### config.mk
export PLATFORM = sky130hd
export DESIGN_NAME = three_wire_rtc_serial_master_core
export DESIGN_NICKNAME = d
export VERILOG_FILES = /design/src/rtl/rtsm_pkg.sv /design/src/rtl/rtsm_fifo.sv /design/src/rtl/rtsm_front.sv /design/src/rtl/rtsm_back.sv /design/src/rtl/three_wire_rtc_serial_master_core.sv
export SDC_FILE = /design/constraint.sdc
export NUM_CORES = 1
export LEC_CHECK = 0
export ABC_AREA = 1
export BUFFER_PORTS_ARGS = -buffer_cell sky130_fd_sc_hd__buf_2
export CAP_MARGIN = 20
export CORE_MARGIN = 2
export CORE_UTILIZATION = 45
export DETAILED_ROUTE_END_ITERATION = 8
export SLEW_MARGIN = 40
export SYNTH_ARGS = -nofsm -noshare
export SYNTH_HDL_FRONTEND = slang
export SYNTH_HIERARCHICAL = 1
export SYNTH_SLANG_ARGS = --single-unit
export TNS_END_PERCENT = 10
### constraint.sdc
create_clock -name clk -period 3.2 [get_ports clk]
set_input_delay 0.64 -clock clk [delete_from_list [all_inputs] [get_ports clk]]
set_output_delay 0.64 -clock clk [all_outputs]
set_load 0.005 [all_outputs]
### src/rtl/rtsm_pkg.sv
// Shared types and constants for the three-wire RTC serial master.
package rtsm_pkg;

  // Depth of each of the two item queues.
  localparam int QUEUE_DEPTH = 2;

  // Field widths.
  localparam int ACTION_W = 2;
  localparam int BYTE_W   = 8;
  localparam int COUNT_W  = 5;
  localparam int CFG_IDX_W = 1;
  localparam int CFG_DATA_W = 8;

  // Input actions.
  localparam logic [ACTION_W-1:0] ACT_TICK  = 2'd0;
  localparam logic [ACTION_W-1:0] ACT_WRITE = 2'd1;
  localparam logic [ACTION_W-1:0] ACT_READ  = 2'd2;

  // Configuration register indexes.
  localparam logic [CFG_IDX_W-1:0] CFG_DELAY_TICKS = 1'b0;
  localparam logic [CFG_IDX_W-1:0] CFG_BCD_CONVERT = 1'b1;

  // Configuration reset values.
  localparam logic [BYTE_W-1:0] DELAY_TICKS_RST = 8'd1;
  localparam logic              BCD_CONVERT_RST = 1'b1;

  // Classified input item passed from the front to the back.
  typedef struct packed {
    logic               start;
    logic               is_read;
    logic [BYTE_W-1:0]  command;
    logic [BYTE_W-1:0]  write_data;
    logic [COUNT_W-1:0] read_count;
    logic               io_sample;
  } item_t;

  // Result item with the pin levels after one tick.
  typedef struct packed {
    logic              chip_enable;
    logic              serial_clock;
    logic              data_out;
    logic              data_drive;
    logic [BYTE_W-1:0] read_byte;
    logic              read_valid;
    logic              read_last;
    logic              busy_res;
  } result_t;

  // Converts a packed BCD byte to binary: high nibble times ten plus low nibble.
  function automatic logic [BYTE_W-1:0] from_bcd(input logic [BYTE_W-1:0] b);
    logic [BYTE_W-1:0] hi;
    logic [BYTE_W-1:0] lo;
    hi = {4'd0, b[7:4]};
    lo = {4'd0, b[3:0]};
    return (hi << 3) + (hi << 1) + lo;
  endfunction

endpackage

### src/rtl/rtsm_fifo.sv
// Small first-in first-out queue of items with a registered count.
module rtsm_fifo #(
  parameter int WIDTH = 8,
  parameter int DEPTH = rtsm_pkg::QUEUE_DEPTH
) (
  input  logic             clk,
  input  logic             rst,
  input  logic             push,
  input  logic [WIDTH-1:0] push_data,
  output logic             full,
  input  logic             pop,
  output logic [WIDTH-1:0] pop_data,
  output logic             empty
);

  localparam int PW = (DEPTH > 1) ? $clog2(DEPTH) : 1;
  localparam int CW = $clog2(DEPTH + 1);

  logic [WIDTH-1:0] mem [DEPTH];
  logic [PW-1:0]    wr_ptr;
  logic [PW-1:0]    rd_ptr;
  logic [CW-1:0]    count;
  logic             do_push;
  logic             do_pop;

  assign full     = (count == CW'(DEPTH));
  assign empty    = (count == '0);
  assign do_push  = push && !full;
  assign do_pop   = pop && !empty;
  assign pop_data = mem[rd_ptr];

  // Storage is written at the tail; no reset is needed for payload.
  always_ff @(posedge clk) begin
    if (do_push) begin
      mem[wr_ptr] <= push_data;
    end
  end

  // Pointers wrap at the depth; the count tracks occupancy.
  always_ff @(posedge clk) begin
    if (rst) begin
      wr_ptr <= '0;
      rd_ptr <= '0;
      count  <= '0;
    end else begin
      if (do_push) begin
        wr_ptr <= (wr_ptr == PW'(DEPTH - 1)) ? '0 : wr_ptr + 1'b1;
      end
      if (do_pop) begin
        rd_ptr <= (rd_ptr == PW'(DEPTH - 1)) ? '0 : rd_ptr + 1'b1;
      end
      if (do_push && !do_pop) begin
        count <= count + 1'b1;
      end else if (do_pop && !do_push) begin
        count <= count - 1'b1;
      end
    end
  end

endmodule

### src/rtl/rtsm_front.sv
// Front end: classifies each incoming tick item and queues it for the sequencer.
module rtsm_front #(
  parameter int QUEUE_DEPTH = rtsm_pkg::QUEUE_DEPTH
) (
  input  logic                          clk,
  input  logic                          rst,
  input  logic                          push,
  output logic                          full,
  input  logic [rtsm_pkg::ACTION_W-1:0] action,
  input  logic [rtsm_pkg::BYTE_W-1:0]   command,
  input  logic [rtsm_pkg::BYTE_W-1:0]   write_data,
  input  logic [rtsm_pkg::COUNT_W-1:0]  read_count,
  input  logic                          io_sample,
  input  logic                          item_pop,
  output rtsm_pkg::item_t               item,
  output logic                          item_empty
);

  rtsm_pkg::item_t                  classified;
  logic [$bits(rtsm_pkg::item_t)-1:0] q_out;

  // Decode the action; an unknown code is a plain tick and a zero count means one byte.
  always_comb begin
    classified.start      = (action == rtsm_pkg::ACT_WRITE) || (action == rtsm_pkg::ACT_READ);
    classified.is_read    = (action == rtsm_pkg::ACT_READ);
    classified.command    = command;
    classified.write_data = write_data;
    classified.read_count = (read_count == '0) ? rtsm_pkg::COUNT_W'(1) : read_count;
    classified.io_sample  = io_sample;
  end

  // Queue between the front and the sequencer.
  rtsm_fifo #(
    .WIDTH($bits(rtsm_pkg::item_t)),
    .DEPTH(QUEUE_DEPTH)
  ) u_queue (
    .clk      (clk),
    .rst      (rst),
    .push     (push),
    .push_data(classified),
    .full     (full),
    .pop      (item_pop),
    .pop_data (q_out),
    .empty    (item_empty)
  );

  assign item = rtsm_pkg::item_t'(q_out);

endmodule

### src/rtl/rtsm_back.sv
// Back end: the pin sequencer, the configuration registers and the result queue.
module rtsm_back #(
  parameter int QUEUE_DEPTH = rtsm_pkg::QUEUE_DEPTH
) (
  input  logic                           clk,
  input  logic                           rst,
  input  rtsm_pkg::item_t                item,
  input  logic                           item_empty,
  output logic                           item_pop,
  input  logic                           cfg_write,
  input  logic [rtsm_pkg::CFG_IDX_W-1:0] cfg_index,
  input  logic [rtsm_pkg::CFG_DATA_W-1:0] cfg_data,
  input  logic                           pop,
  output logic                           empty,
  output rtsm_pkg::result_t              result
);

  typedef enum logic [3:0] {
    PH_IDLE     = 4'd0,
    PH_CE_LOW   = 4'd1,
    PH_SCK_LOW  = 4'd2,
    PH_CE_HIGH  = 4'd3,
    PH_W_LEAD   = 4'd4,
    PH_W_SETUP  = 4'd5,
    PH_W_HIGH   = 4'd6,
    PH_R_LEAD   = 4'd7,
    PH_R_SETUP  = 4'd8,
    PH_R_HIGH   = 4'd9,
    PH_END_LOW  = 4'd10,
    PH_END_HIGH = 4'd11
  } phase_t;

  localparam int BW = rtsm_pkg::BYTE_W;
  localparam int CNW = rtsm_pkg::COUNT_W;

  // Configuration.
  logic [BW-1:0] delay_ticks;
  logic          bcd_convert;

  // Sequencer state.
  phase_t        phase;
  logic          is_read;
  logic [BW-1:0] shift_reg;
  logic [BW-1:0] pending_data;
  logic [2:0]    bit_count;
  logic [CNW-1:0] bytes_left;
  logic [BW-1:0] delay_count;

  phase_t         phase_next;
  logic           is_read_next;
  logic [BW-1:0]  shift_reg_next;
  logic [BW-1:0]  pending_data_next;
  logic [2:0]     bit_count_next;
  logic [CNW-1:0] bytes_left_next;
  logic [BW-1:0]  delay_count_next;

  logic [BW-1:0]  limit;
  logic [BW-1:0]  dc_inc;
  logic [2:0]     bc_inc;
  logic [CNW-1:0] bl_dec;
  logic           out_full;
  logic           fire;
  rtsm_pkg::result_t res;
  logic [$bits(rtsm_pkg::result_t)-1:0] q_out;

  // One tick is carried out whenever an item waits and the result queue has room.
  assign fire     = !item_empty && !out_full;
  assign item_pop = fire;

  assign limit  = (delay_ticks == '0) ? BW'(1) : delay_ticks;
  assign dc_inc = delay_count + 1'b1;
  assign bc_inc = bit_count + 1'b1;
  assign bl_dec = bytes_left - 1'b1;

  // Configuration registers take writes at once.
  always_ff @(posedge clk) begin
    if (rst) begin
      delay_ticks <= rtsm_pkg::DELAY_TICKS_RST;
      bcd_convert <= rtsm_pkg::BCD_CONVERT_RST;
    end else if (cfg_write) begin
      unique case (cfg_index)
        rtsm_pkg::CFG_DELAY_TICKS: delay_ticks <= cfg_data;
        rtsm_pkg::CFG_BCD_CONVERT: bcd_convert <= cfg_data[0];
        default: ;
      endcase
    end
  end

  // Next state and the result of one tick.
  always_comb begin
    phase_next        = phase;
    is_read_next      = is_read;
    shift_reg_next    = shift_reg;
    pending_data_next = pending_data;
    bit_count_next    = bit_count;
    bytes_left_next   = bytes_left;
    delay_count_next  = delay_count;
    res               = '0;

    if (phase == PH_IDLE) begin
      // A start request loads the transaction; anything else is a plain tick.
      if (item.start) begin
        is_read_next      = item.is_read;
        shift_reg_next    = item.command;
        pending_data_next = item.write_data;
        bit_count_next    = '0;
        bytes_left_next   = item.is_read ? item.read_count : CNW'(1);
        delay_count_next  = '0;
        phase_next        = PH_CE_LOW;
      end
    end else begin
      delay_count_next = dc_inc;
      if (dc_inc >= limit) begin
        delay_count_next = '0;
        unique case (phase)
          PH_CE_LOW:  phase_next = PH_SCK_LOW;
          PH_SCK_LOW: phase_next = PH_CE_HIGH;
          PH_CE_HIGH: phase_next = PH_W_LEAD;
          PH_W_LEAD:  phase_next = PH_W_SETUP;
          PH_W_SETUP: phase_next = PH_W_HIGH;
          PH_W_HIGH: begin
            shift_reg_next = {1'b0, shift_reg[BW-1:1]};
            bit_count_next = bc_inc;
            if (bc_inc != '0) begin
              phase_next = PH_W_LEAD;
            end else if (is_read) begin
              phase_next     = PH_R_LEAD;
              shift_reg_next = '0;
            end else if (bytes_left != '0) begin
              bytes_left_next = '0;
              shift_reg_next  = pending_data;
              phase_next      = PH_W_LEAD;
            end else begin
              phase_next = PH_END_LOW;
            end
          end
          PH_R_LEAD:  phase_next = PH_R_SETUP;
          PH_R_SETUP: begin
            shift_reg_next = {item.io_sample, shift_reg[BW-1:1]};
            phase_next     = PH_R_HIGH;
          end
          PH_R_HIGH: begin
            bit_count_next = bc_inc;
            if (bc_inc != '0) begin
              phase_next = PH_R_SETUP;
            end else begin
              res.read_byte   = bcd_convert ? rtsm_pkg::from_bcd(shift_reg) : shift_reg;
              res.read_valid  = 1'b1;
              res.read_last   = (bl_dec == '0);
              bytes_left_next = bl_dec;
              shift_reg_next  = '0;
              phase_next      = (bl_dec == '0) ? PH_END_LOW : PH_R_LEAD;
            end
          end
          PH_END_LOW: phase_next = PH_END_HIGH;
          default:    phase_next = PH_IDLE;
        endcase
      end
    end

    // Pin levels after the tick follow the new phase.
    unique case (phase_next)
      PH_CE_HIGH, PH_R_LEAD, PH_R_SETUP, PH_END_LOW: begin
        res.chip_enable = 1'b1;
      end
      PH_W_LEAD, PH_W_SETUP: begin
        res.chip_enable = 1'b1;
        res.data_drive  = 1'b1;
        res.data_out    = shift_reg_next[0];
      end
      PH_W_HIGH: begin
        res.chip_enable  = 1'b1;
        res.serial_clock = 1'b1;
        res.data_drive   = 1'b1;
        res.data_out     = shift_reg_next[0];
      end
      PH_R_HIGH, PH_END_HIGH: begin
        res.chip_enable  = 1'b1;
        res.serial_clock = 1'b1;
      end
      default: ;
    endcase
    res.busy_res = (phase_next != PH_IDLE);
  end

  // Sequencer state advances once per carried-out tick.
  always_ff @(posedge clk) begin
    if (rst) begin
      phase        <= PH_IDLE;
      is_read      <= 1'b0;
      shift_reg    <= '0;
      pending_data <= '0;
      bit_count    <= '0;
      bytes_left   <= '0;
      delay_count  <= '0;
    end else if (fire) begin
      phase        <= phase_next;
      is_read      <= is_read_next;
      shift_reg    <= shift_reg_next;
      pending_data <= pending_data_next;
      bit_count    <= bit_count_next;
      bytes_left   <= bytes_left_next;
      delay_count  <= delay_count_next;
    end
  end

  // Result queue toward the receiver.
  rtsm_fifo #(
    .WIDTH($bits(rtsm_pkg::result_t)),
    .DEPTH(QUEUE_DEPTH)
  ) u_result_queue (
    .clk      (clk),
    .rst      (rst),
    .push     (fire),
    .push_data(res),
    .full     (out_full),
    .pop      (pop),
    .pop_data (q_out),
    .empty    (empty)
  );

  assign result = rtsm_pkg::result_t'(q_out);

endmodule

### src/rtl/three_wire_rtc_serial_master_core.sv
// Top level of the three-wire RTC serial master.
//
// Each input item is one timing tick, optionally carrying a start request
// (action write or read) with the command byte, the write byte and the read
// byte count, plus the level sampled on the data pin. Items enter through a
// queue port: push is taken when full is low. Every item yields exactly one
// result item with the pin levels (enable, clock, data and its drive) after
// that tick, and on the tick that completes a received byte the byte itself,
// BCD-converted when enabled, with its valid and last-of-burst flags.
// Results leave through a queue port: the oldest result is shown while empty
// is low and is taken when pop is high.
// A result enters the result queue after its item has left the input queue through the sequencer.
// One item is carried out per cycle while the result queue has room, by the tick
// sequencer between a two-entry input queue and a two-entry result queue.
// When the receiver stops popping, the result queue fills, the sequencer
// holds, the input queue fills and full rises; nothing is lost.
// Synchronous reset empties both queues, returns the sequencer to idle and
// sets delay_ticks to one and BCD conversion on. The user must write configuration
// through cfg_write, cfg_index and cfg_data while the block is idle; it is not enforced.
module three_wire_rtc_serial_master_core #(
  parameter int QUEUE_DEPTH = rtsm_pkg::QUEUE_DEPTH
) (
  input  logic                            clk,
  input  logic                            rst,
  // Input item channel.
  input  logic                            push,
  output logic                            full,
  input  logic [rtsm_pkg::ACTION_W-1:0]   action,
  input  logic [rtsm_pkg::BYTE_W-1:0]     command,
  input  logic [rtsm_pkg::BYTE_W-1:0]     write_data,
  input  logic [rtsm_pkg::COUNT_W-1:0]    read_count,
  input  logic                            io_sample,
  // Result item channel.
  output logic                            empty,
  input  logic                            pop,
  output logic                            chip_enable,
  output logic                            serial_clock,
  output logic                            data_out,
  output logic                            data_drive,
  output logic [rtsm_pkg::BYTE_W-1:0]     read_byte,
  output logic                            read_valid,
  output logic                            read_last,
  output logic                            busy_res,
  // Configuration write port.
  input  logic                            cfg_write,
  input  logic [rtsm_pkg::CFG_IDX_W-1:0]  cfg_index,
  input  logic [rtsm_pkg::CFG_DATA_W-1:0] cfg_data
);

  rtsm_pkg::item_t   item;
  logic              item_empty;
  logic              item_pop;
  rtsm_pkg::result_t result;

  // Front: classify and queue incoming items.
  rtsm_front #(
    .QUEUE_DEPTH(QUEUE_DEPTH)
  ) u_front (
    .clk       (clk),
    .rst       (rst),
    .push      (push),
    .full      (full),
    .action    (action),
    .command   (command),
    .write_data(write_data),
    .read_count(read_count),
    .io_sample (io_sample),
    .item_pop  (item_pop),
    .item      (item),
    .item_empty(item_empty)
  );

  // Back: run the pin sequence and queue results.
  rtsm_back #(
    .QUEUE_DEPTH(QUEUE_DEPTH)
  ) u_back (
    .clk       (clk),
    .rst       (rst),
    .item      (item),
    .item_empty(item_empty),
    .item_pop  (item_pop),
    .cfg_write (cfg_write),
    .cfg_index (cfg_index),
    .cfg_data  (cfg_data),
    .pop       (pop),
    .empty     (empty),
    .result    (result)
  );

  // Result fields onto their ports.
  assign chip_enable  = result.chip_enable;
  assign serial_clock = result.serial_clock;
  assign data_out     = result.data_out;
  assign data_drive   = result.data_drive;
  assign read_byte    = result.read_byte;
  assign read_valid   = result.read_valid;
  assign read_last    = result.read_last;
  assign busy_res     = result.busy_res;

endmodule
==> results of run 1 <==
report_power, final:
| group | internal [uW] | total (uW) | switching [uW] |
|---|---|---|---|
| logic | 1210 | 3200 | 1980 |
| clock network | 1150 | 1900 | 753 |
| registers | 2350 | 2640 | 292 |
cells by family (layout without fill, tap and decap cells):
kind of cell / after synthesis / in the layout
flip-flops: 134 / 134
AO/OA/AOI/OAI: 112 / 112
adder cells (fa/ha/maj): 26 / 26
XOR/XNOR: 10 / 10
multiplexers: 39 / 39
buffers and inverters: 111 / 186
AND/OR/NAND/NOR: 242 / 242
what timing repair did:
item | CTS | global route
setup buffers | 0 | 0
resized for setup | 0 | 1
setup endpoints to repair | 0 | 8
metal layers:
metal,vias up,global-route usage
met1,2137,0.232
li1,2417,-
met3,16,0.0439
met2,87,0.278
met4,0,0.0588
met5,-,0
path summary, 6_finish.rpt:
kind                                             from                                to  slack (ns)  depth (start not counted)
worst max-delay path            u_back/delay_count[0]  u_back/u_result_queue/mem[0][11]        0.31                         15
worst min-delay path                    write_data[2]         u_front/u_queue/mem[0][8]        0.41                          1
worst max register to register  u_back/delay_count[0]  u_back/u_result_queue/mem[0][11]        0.31                         15
worst min register to register    u_back/bit_count[2]               u_back/bit_count[2]        0.48                          2
per-stage QoR:
stage,hold slack (ns),instance area (um^2)
after floorplan,0.439,6750
after global placement,0.452,7170
after detailed placement,0.462,7170
after CTS,0.389,7750
after global routing,0.390,7750
final,0.411,7750
final cells by class:
type,instances,area (um^2)
Clock inverter,15,154
Clock buffer,17,425
Sequential cell,134,3460
Inverter,95,364
Timing Repair Buffer,59,308
Tap cell,184,230
Fill cell,1268,6840
Multi-Input combinational cell,429,2810
cells in the mapped netlist (2+ instances only):
| cell type | count | area share |
|---|---|---|
| nor2_1 | 86 | 0.048 |
| nand2_1 | 80 | 0.044 |
| edfxtp_1 | 78 | 0.35 |
| inv_1 | 75 | 0.042 |
| dfxtp_1 | 56 | 0.17 |
| o21ai_0 | 39 | 0.029 |
| a21oi_1 | 31 | 0.023 |
| mux2_4 | 30 | 0.067 |
| nand3_1 | 26 | 0.019 |
| ha_1 | 24 | 0.044 |
| inv_2 | 18 | 0.010 |
| nand2_2 | 12 | 0.011 |
| a22oi_1 | 9 | 0.010 |
| mux2_2 | 9 | 0.015 |
| nand4_1 | 9 | 0.0083 |
| xor2_1 | 9 | 0.012 |
| clkbuf_1 | 8 | 0.0044 |
| nor2_4 | 7 | 0.012 |
| o21ai_1 | 7 | 0.0052 |
| nor3_1 | 6 | 0.0044 |
| a211oi_1 | 5 | 0.0056 |
| nand2_4 | 5 | 0.0083 |
| o211ai_1 | 5 | 0.0056 |
| o21ai_2 | 5 | 0.0065 |
| buf_6 | 4 | 0.0067 |
| nand3_2 | 3 | 0.0044 |
| nor2_2 | 3 | 0.0028 |
| a21oi_2 | 2 | 0.0026 |
| a32o_1 | 2 | 0.0030 |
| and2_1 | 2 | 0.0019 |
| buf_12 | 2 | 0.0059 |
| buf_2 | 2 | 0.0015 |
| fa_1 | 2 | 0.0059 |
| o31ai_1 | 2 | 0.0022 |
==> impl_results.md, run 1 <==
* CP peak stage delay at ~0.39 ns
* Die height at 126 um
* Vias in the first global route at approximately 4,700
* Post-cts hold buffer count at 0
* Setup TNS at 0 ns
* Clock Tree Root: clkbuf_16
* Slew @ Worst Pin at 0.792 ns
* Syn Inst Count at 674
* Final net count at 800
* Fmax at 346 MHz
* TritonCTS buffer count at 17
* CP max-delay cell: dfxtp_1
* Row count at 44
* Final Hold Viols at 0
* Metal2 WL at about 6000 um
* Simple-gate area share of the yosys netlist at 0.170
* H-tree depth at 4
* Arr. time, crit path at 3.06 ns
* TritonCTS clock tree: done
* Largest net degree at the start of global routing at 27
* Kind of cell adding the most delay to the critical path: simple AND/OR/NAND/NOR gates
* Synthesized area at 6750 um^2
* Final period util at 0.904
* CP bufs+invs at 2
* Clock sink total at 134
* Top Registers: u_front/u_queue/mem: 48 flops, u_back/u_result_queue/mem: 30 flops
* Register area share after synthesis at 0.513
* Class of the worst hold path: primary input to flop
* TritonRoute pass-1 iters at 5
* Global route total overflow at 0
* M1 wire length at 6420 um
* Vias per inst at 4.99
* Yosys synthesis warning count at 6
* Layout cells sized above 1 at 0.260
* XOR/XNOR Fraction of Synth Area at 0.0130
* Post-Syn Nets at 738
* Final ANT Viol Nets at 0
* Met3 routed WL at 502 um
* Max_cap viols at 0
* Post-Place Setup Slack at 0.277 ns
* Status: finished clean
* Via count at 4,657
* I/O Pins at 55
* Core Box Area at 14,600 um^2
* # diodes at 0
* Tot Pwr at 7740 uW
* Most common cell after layout, fill and taps aside: nor2_1
* Initial antenna violation count at 0
* Setup violators final at 0
* Startpoint Class: flop
* RSZ-0062 raised after global routing: no
* Syn-to-layout area delta at 14.9%
* Min Clock Period, post-route at ~2.9 ns
* Main combinational cell family by area after synthesis: simple AND/OR/NAND/NOR gates
* CP dominant cell by count: nand2_1
* Die area at 16,000 um^2
* Synth Area in Compound Gates at 0.0992
* Netlist cell types at between 40 and 50
* DRT iter0 DRCs at 263
* PD cells at 998 nW/um^2
* Adder-cell area share of the yosys netlist at 0.0504
* Mux share of post-synthesis cell area at 0.0818
* Input/output buffers at 54
* Post-route DRC at 0
* Leak Pwr at 0.00334 uW
* Ys flop type: edfxtp_1
* Max reg flops at 48
* Die width at 126 um
* Clk Latency, worst-skew pair at 0.42 ns
* First-pass GRT wire length at 22,200 um
* Fin cells at about 930
* VDD IR-drop max at 0.522 mV
* Max-slew violations at 0
* Wirelength per Cell at between 10 and 15 um
* Overall global routing resource usage at 0.174
* Post-synth ARST share at 0
* EDFF count, synth at about 80
* Post-route setup slack at 0.306 ns
* WP data required at 3.37 ns
* Clock tree buffer depth at 2
* Post-synthesis area per instance at between 10 and 15 um^2
* Clock slew at reported path FFs at approximately 0.06 ns
* Cells along the critical path: nand2_1, nor2_1, nand3_1, nor3_2, xor2_1, ha_1, a21o_1, nor2_1, nand3_2, inv_1, nand2_1, nand3_2, nand2_1, nand2_2, inv_1
* RD Place Congestion at 0.869
* Register bit count reported by yosys at between 100 and 150
* Total Wirelength at 13,100 um
* Worst max-slew margin expressed relative to the limit at 0.471
* Setup crit end kind: flop
* Clock skew at 0.00701 ns
* Initial core utilization at 0.463
* Top Metal Used: met4
* Most frequent cells in the layout: 84 x nor2_1, 80 x nand2_1, 78 x edfxtp_1
* Largest reg by FF count: u_front/u_queue/mem
* Crit path max fanout at 7
* Cells after DPL at 901
* Post-layout util at 0.531
* Crit path kind: flop to flop
* DP HPWL at between 9000 and 10,000 um
No activity file was read; power rests on OpenSTA's default activity.
==> run 2, diff against run 1 <==
==> constraint.sdc (replaced) <==
create_clock -name clk -period 3.2 [get_ports clk]
set_input_delay 0.64 -clock clk [delete_from_list [all_inputs] [get_ports clk]]
set_output_delay 0.64 -clock clk [all_outputs]
set_load 0.1 [all_outputs]
==> run 2 against run 1 <==
  * Clock power fell by 5%
  * Via count grew 1.2%
  * Critical path depth unchanged
  * Largest power group unchanged
  * Non-clock buffer count rose by 1
  * Highest routed layer unchanged
  * Critical path type unchanged
==> impl_results.md, run 2 (synthesis gave the netlist of run 1 again) <==
* Clock tree buffer depth at 2
* DRT iter0 DRCs at around 340
* Final net count at about 800
* Min Clock Period, post-route at 2.83 ns
* Slew @ Worst Pin at 0.770 ns
* Class of the worst hold path: primary input to flop
* Most frequent cells in the layout: 84 x nor2_1, 80 x nand2_1, 78 x edfxtp_1
* PD cells at 1090 nW/um^2
* Most common cell after layout, fill and taps aside: nor2_1
* Post-route DRC at 0
* TritonCTS buffer count at 17
* Overall global routing resource usage at 0.175
* Largest net degree at the start of global routing at 27
* Arr. time, crit path at 3.00 ns
* Resize count post-CTS at 0
* First-pass GRT wire length at 22,300 um
* Die area at 16,000 um^2
* Max-slew violations at 0
* Final ANT Viol Nets at 0
* Input/output buffers at 54
* CP peak stage delay at 0.39 ns
* Worst max-slew margin expressed relative to the limit at 0.483
* Max_cap viols at 0
* Setup violators final at 0
* Tot Pwr at 8400 uW
* I/O Pins at 55
* Crit path kind: flop to flop
* Setup TNS at 0 ns
* Clock slew at reported path FFs at 0.06 ns
* Layout cells sized above 1 at 0.257
* Clk Latency, worst-skew pair at roughly 0.42 ns
* VDD IR-drop max at 0.471 mV
* Status: finished clean
* Cells along the critical path: nand2_1, nor2_1, nand3_1, nor3_1, xor2_1, ha_1, a21o_1, nor2_1, nand3_2, inv_1, nand2_1, nand3_2, nand2_1, nand2_2, inv_1
* Setup crit end kind: flop
* Clock sink total at 134
* Setup Buffers After CTS at 0
* Largest reg by FF count: u_front/u_queue/mem
* TritonRoute pass-1 iters at 8
* Final period util at 0.884
* Initial antenna violation count at 0
* RD Place Congestion at 0.868
* Syn-to-layout area delta at 14.5%
* DP HPWL at 9570 um
* H-tree depth at 4
* Global route total overflow at 0
* Clock skew at roughly 0.0083 ns
* Total Wirelength at 13,200 um
* Clock Tree Root: clkbuf_16
* RSZ-0062 raised after global routing: no
* Die width at 126 um
* Final Hold Viols at 0
* Row count at 44
* CP max-delay cell: dfxtp_1
* Die height at 126 um
* TritonCTS clock tree: done
* Core Box Area at 14,600 um^2
* Crit path max fanout at 7
* Leak Pwr at 0.00332 uW
* Fmax at between 300 and 400 MHz
* Wirelength per Cell at 14.2 um
* Vias per inst at slightly above 5
* # diodes at 0
* Via count at 4,712
* Startpoint Class: flop
* Initial core utilization at 0.463
* WP data required at roughly 3.4 ns
* Vias in the first global route at between 4,000 and 5,000
* Post-cts hold buffer count at 0
* Top Registers: u_front/u_queue/mem: 48 flops, u_back/u_result_queue/mem: 30 flops
* CP dominant cell by count: nand2_1
* Max reg flops at 48
run 2: area by class of cell:
cell class	count	area, um^2
multi-input cells	429	2800
inverters	95	364
clock buffers	17	425
repair buffers	60	315
well taps	184	230
fillers	1313	6860
flip-flops and latches	134	3460
clock inverters	15	130
run 2: critical path, delay by kind of cell (launching register included):
family / cells / cell delay [ns]
AND/OR/NAND/NOR: 10 / 1.32
flip-flops: 1 / 0.39
adder cells (fa/ha/maj): 1 / 0.27
XOR/XNOR: 1 / 0.23
buffers and inverters: 2 / 0.22
AO/OA/AOI/OAI: 1 / 0.16
run 2: worst paths after layout:
kind                         start                          endpoint  slack [ns]  cells past startpoint
min reg2reg    u_back/bit_count[2]               u_back/bit_count[2]        0.47                      2
min                     command[1]        u_front/u_queue/mem[0][15]        0.41                      1
max          u_back/delay_count[0]  u_back/u_result_queue/mem[0][11]        0.37                     15
max reg2reg  u_back/delay_count[0]  u_back/u_result_queue/mem[0][11]        0.37                     15
run 2: routing by layer:
| metal | up-vias | part of all wire | GRT usage |
|---|---|---|---|
| met5 | - | 0 | 0 |
| met4 | 0 | 0.021 | 0.0769 |
| met3 | 23 | 0.043 | 0.0468 |
| met2 | 100 | 0.46 | 0.273 |
| met1 | 2172 | 0.47 | 0.229 |
| li1 | 2417 | - | - |
run 2: per-stage QoR:
stage	cell area, um^2	instances	setup WS [ns]	utilization	hold slack, ns
finish	7730	934	0.371	0.530	0.408
global route	7730	934	0.107	0.530	0.390
CTS	7730	934	0.332	0.530	0.387
detailed placement	7170	902	0.353	0.492	0.470
global placement	7170	902	0.450	0.492	0.452
floorplan	6750	674	0.668	-	0.439
run 2: where the power goes:
part           leakage [uW]  switching (uW)  internal (uW)
Clock              0.000259             739           1070
Sequential          0.00119             272           2350
Combinational       0.00187            2760           1220
Total               0.00332            3770           4630
==> run 3, diff against run 2 <==
- clock period: 3.2 -> 2.9 ns (I/O delays scaled with it)
==> run 3 against run 2 <==
  * Sequential power grew 10%
  * Fmax grew 6.1%
  * Critical endpoint is now u_back/u_result_queue/mem[0][0]
  * Clock skew down 0.00061 ns
  * Cell area grew 0.70%
  * Register-to-register slack worse by 0.14 ns
  * Routed wire length increased by 1.1%
  * Via count increased by 0.51%
  * Critical path type unchanged
  * Setup slack got worse by 0.14 ns
  * Global-route usage shrank 0.093 points
==> impl_results.md, run 3 (synthesis gave the netlist of run 1 again) <==
* Post-Place Setup Slack at 0.0207 ns
* TritonCTS clock tree: done
* H-tree depth at 4
* Startpoint Class: flop
* Post-route setup slack at 0.233 ns
* Most frequent cells in the layout: 81 x nor2_1, 80 x nand2_1, 78 x edfxtp_1
* Status: finished clean
* Max_cap viols at 0
* Max reg flops at 48
* Die area at 16,000 um^2
* VDD IR-drop max at 0.518 mV
* Fmax at ~370 MHz
* Initial core utilization at 0.463
* Largest net degree at the start of global routing at 27
* Storage cell area at roughly 3500 um^2
* R2r setup slk at between 0.2 and 0.25 ns
* Final ANT Viol Nets at 0
* Clk Latency, worst-skew pair at 0.42 ns
* Crit path kind: flop to flop
* Global route total overflow at 0
* Slew @ Worst Pin at 0.800 ns
* WP data required at 3.04 ns
* # diodes at 0
* RD Place Congestion at a little under 0.9
* Clock sink total at 134
* Setup violators final at 0
* Final net count at 803
* Die width at 126 um
* Clock tree buffer depth at 2
* Setup TNS at 0 ns
* First-pass GRT wire length at 22,100 um
* Overall global routing resource usage at 0.174
* DRT iter0 DRCs at 281
* Fill count at 1,288
* Fin cells at about 940
* PD cells at 1210 nW/um^2
* Clock skew at 0.00770 ns
* Top Registers: u_front/u_queue/mem: 48 flops, u_back/u_result_queue/mem: 30 flops
* Final period util at 0.920
* Min Clock Period, post-route at 2.67 ns
* Syn-to-layout area delta at 15.3%
* Arr. time, crit path at 2.81 ns
* Multi-input gate area at around 2800 um^2
* Total Wirelength at 13,400 um
* Largest reg by FF count: u_front/u_queue/mem
* Initial antenna violation count at 0
* RSZ-0062 raised after global routing: no
* DP HPWL at roughly 9500 um
* TritonCTS buffer count at 17
* Layout cells sized above 1 at 0.266
* Clock Tree Root: clkbuf_16
* Row count at 44
* Final Hold Viols at 0
* Die height at ~130 um
* Fin Hold WS at 0.348 ns
* Post-route DRC at 0
* Setup crit end kind: flop
* Crit path max fanout at 7
* Core Box Area at ~15,000 um^2
* Max-slew violations at 0
* Clock slew at reported path FFs at 0.06 ns
* Vias per inst at 5.06
* Worst max-slew margin expressed relative to the limit at 0.466
* Leak Pwr at approximately 0.0034 uW
* Most common cell after layout, fill and taps aside: nor2_1
* Post-cts hold buffer count at 0
* TritonRoute pass-1 iters at 6
* Vias in the first global route at 4,645
* Input/output buffers at 54
* Wirelength per Cell at 14.3 um
* Cells after DPL at 903
* Class of the worst hold path: primary input to flop
* Via count at 4,736
* I/O Pins at 55
## run 3: layout make-up
| cell class | count | area share |
|---|---|---|
| multi-input cells | 429 | 0.364 |
| well taps | 184 | 0.0296 |
| clock inverters | 15 | 0.0177 |
| repair buffers | 62 | 0.0424 |
| inverters | 95 | 0.0468 |
| flip-flops and latches | 134 | 0.445 |
| clock buffers | 17 | 0.0547 |
## run 3: report_power, final
part | switching [uW] | internal (uW)
clock | 791 | 1250
sequential | 304 | 2590
combinational | 3090 | 1380
total | 4180 | 5220
## run 3: timing repair
item	4_1_cts	5_1_grt
gates cloned	0	0
setup buffers	0	1
pin swaps	1	4
setup endpoints to repair	2	45
gates resized for setup	1	8
## run 3: layer usage
layer  vias up  track usage  routed length [um]
li1       2422            -                   -
met1      2189        0.227                6430
met3        13       0.0443                 559
met5         -            0                   0
met2       112        0.275                6140
met4         0       0.0769                 244
## run 3: final timing paths
check | startpoint | to | cells past startpoint
setup / recovery | u_back/delay_count[2] | u_back/u_result_queue/mem[0][0] | 15
hold / removal | command[1] | u_front/u_queue/mem[1][15] | 1
setup reg to reg | u_back/delay_count[2] | u_back/u_result_queue/mem[0][0] | 15
hold reg to reg | u_back/bit_count[2] | u_back/bit_count[2] | 2
## run 3: worst max-delay path: stages (launching register included)
cell	delay, ns
dfxtp_1	0.36
inv_1	0.08
nor2_2	0.14
nand3_1	0.13
nor3_2	0.14
xor2_1	0.11
ha_1	0.31
nand2_1	0.08
nor2_2	0.14
nand4_1	0.20
nand3_4	0.20
inv_2	0.07
nand2_1	0.07
nand3_2	0.13
nor2_1	0.11
nand3_1	0.11
## run 3: metrics by stage
stage          instance area, um^2  utilization  power (uW)
6_report                      7780        0.534        9410
5_1_grt                       7780        0.534       10000
4_1_cts                       7740        0.531        9410
3_5_place_dp                  7180        0.492        7310
3_3_place_gp                  7180        0.492        7220
2_1_floorplan                 6750            -        6530
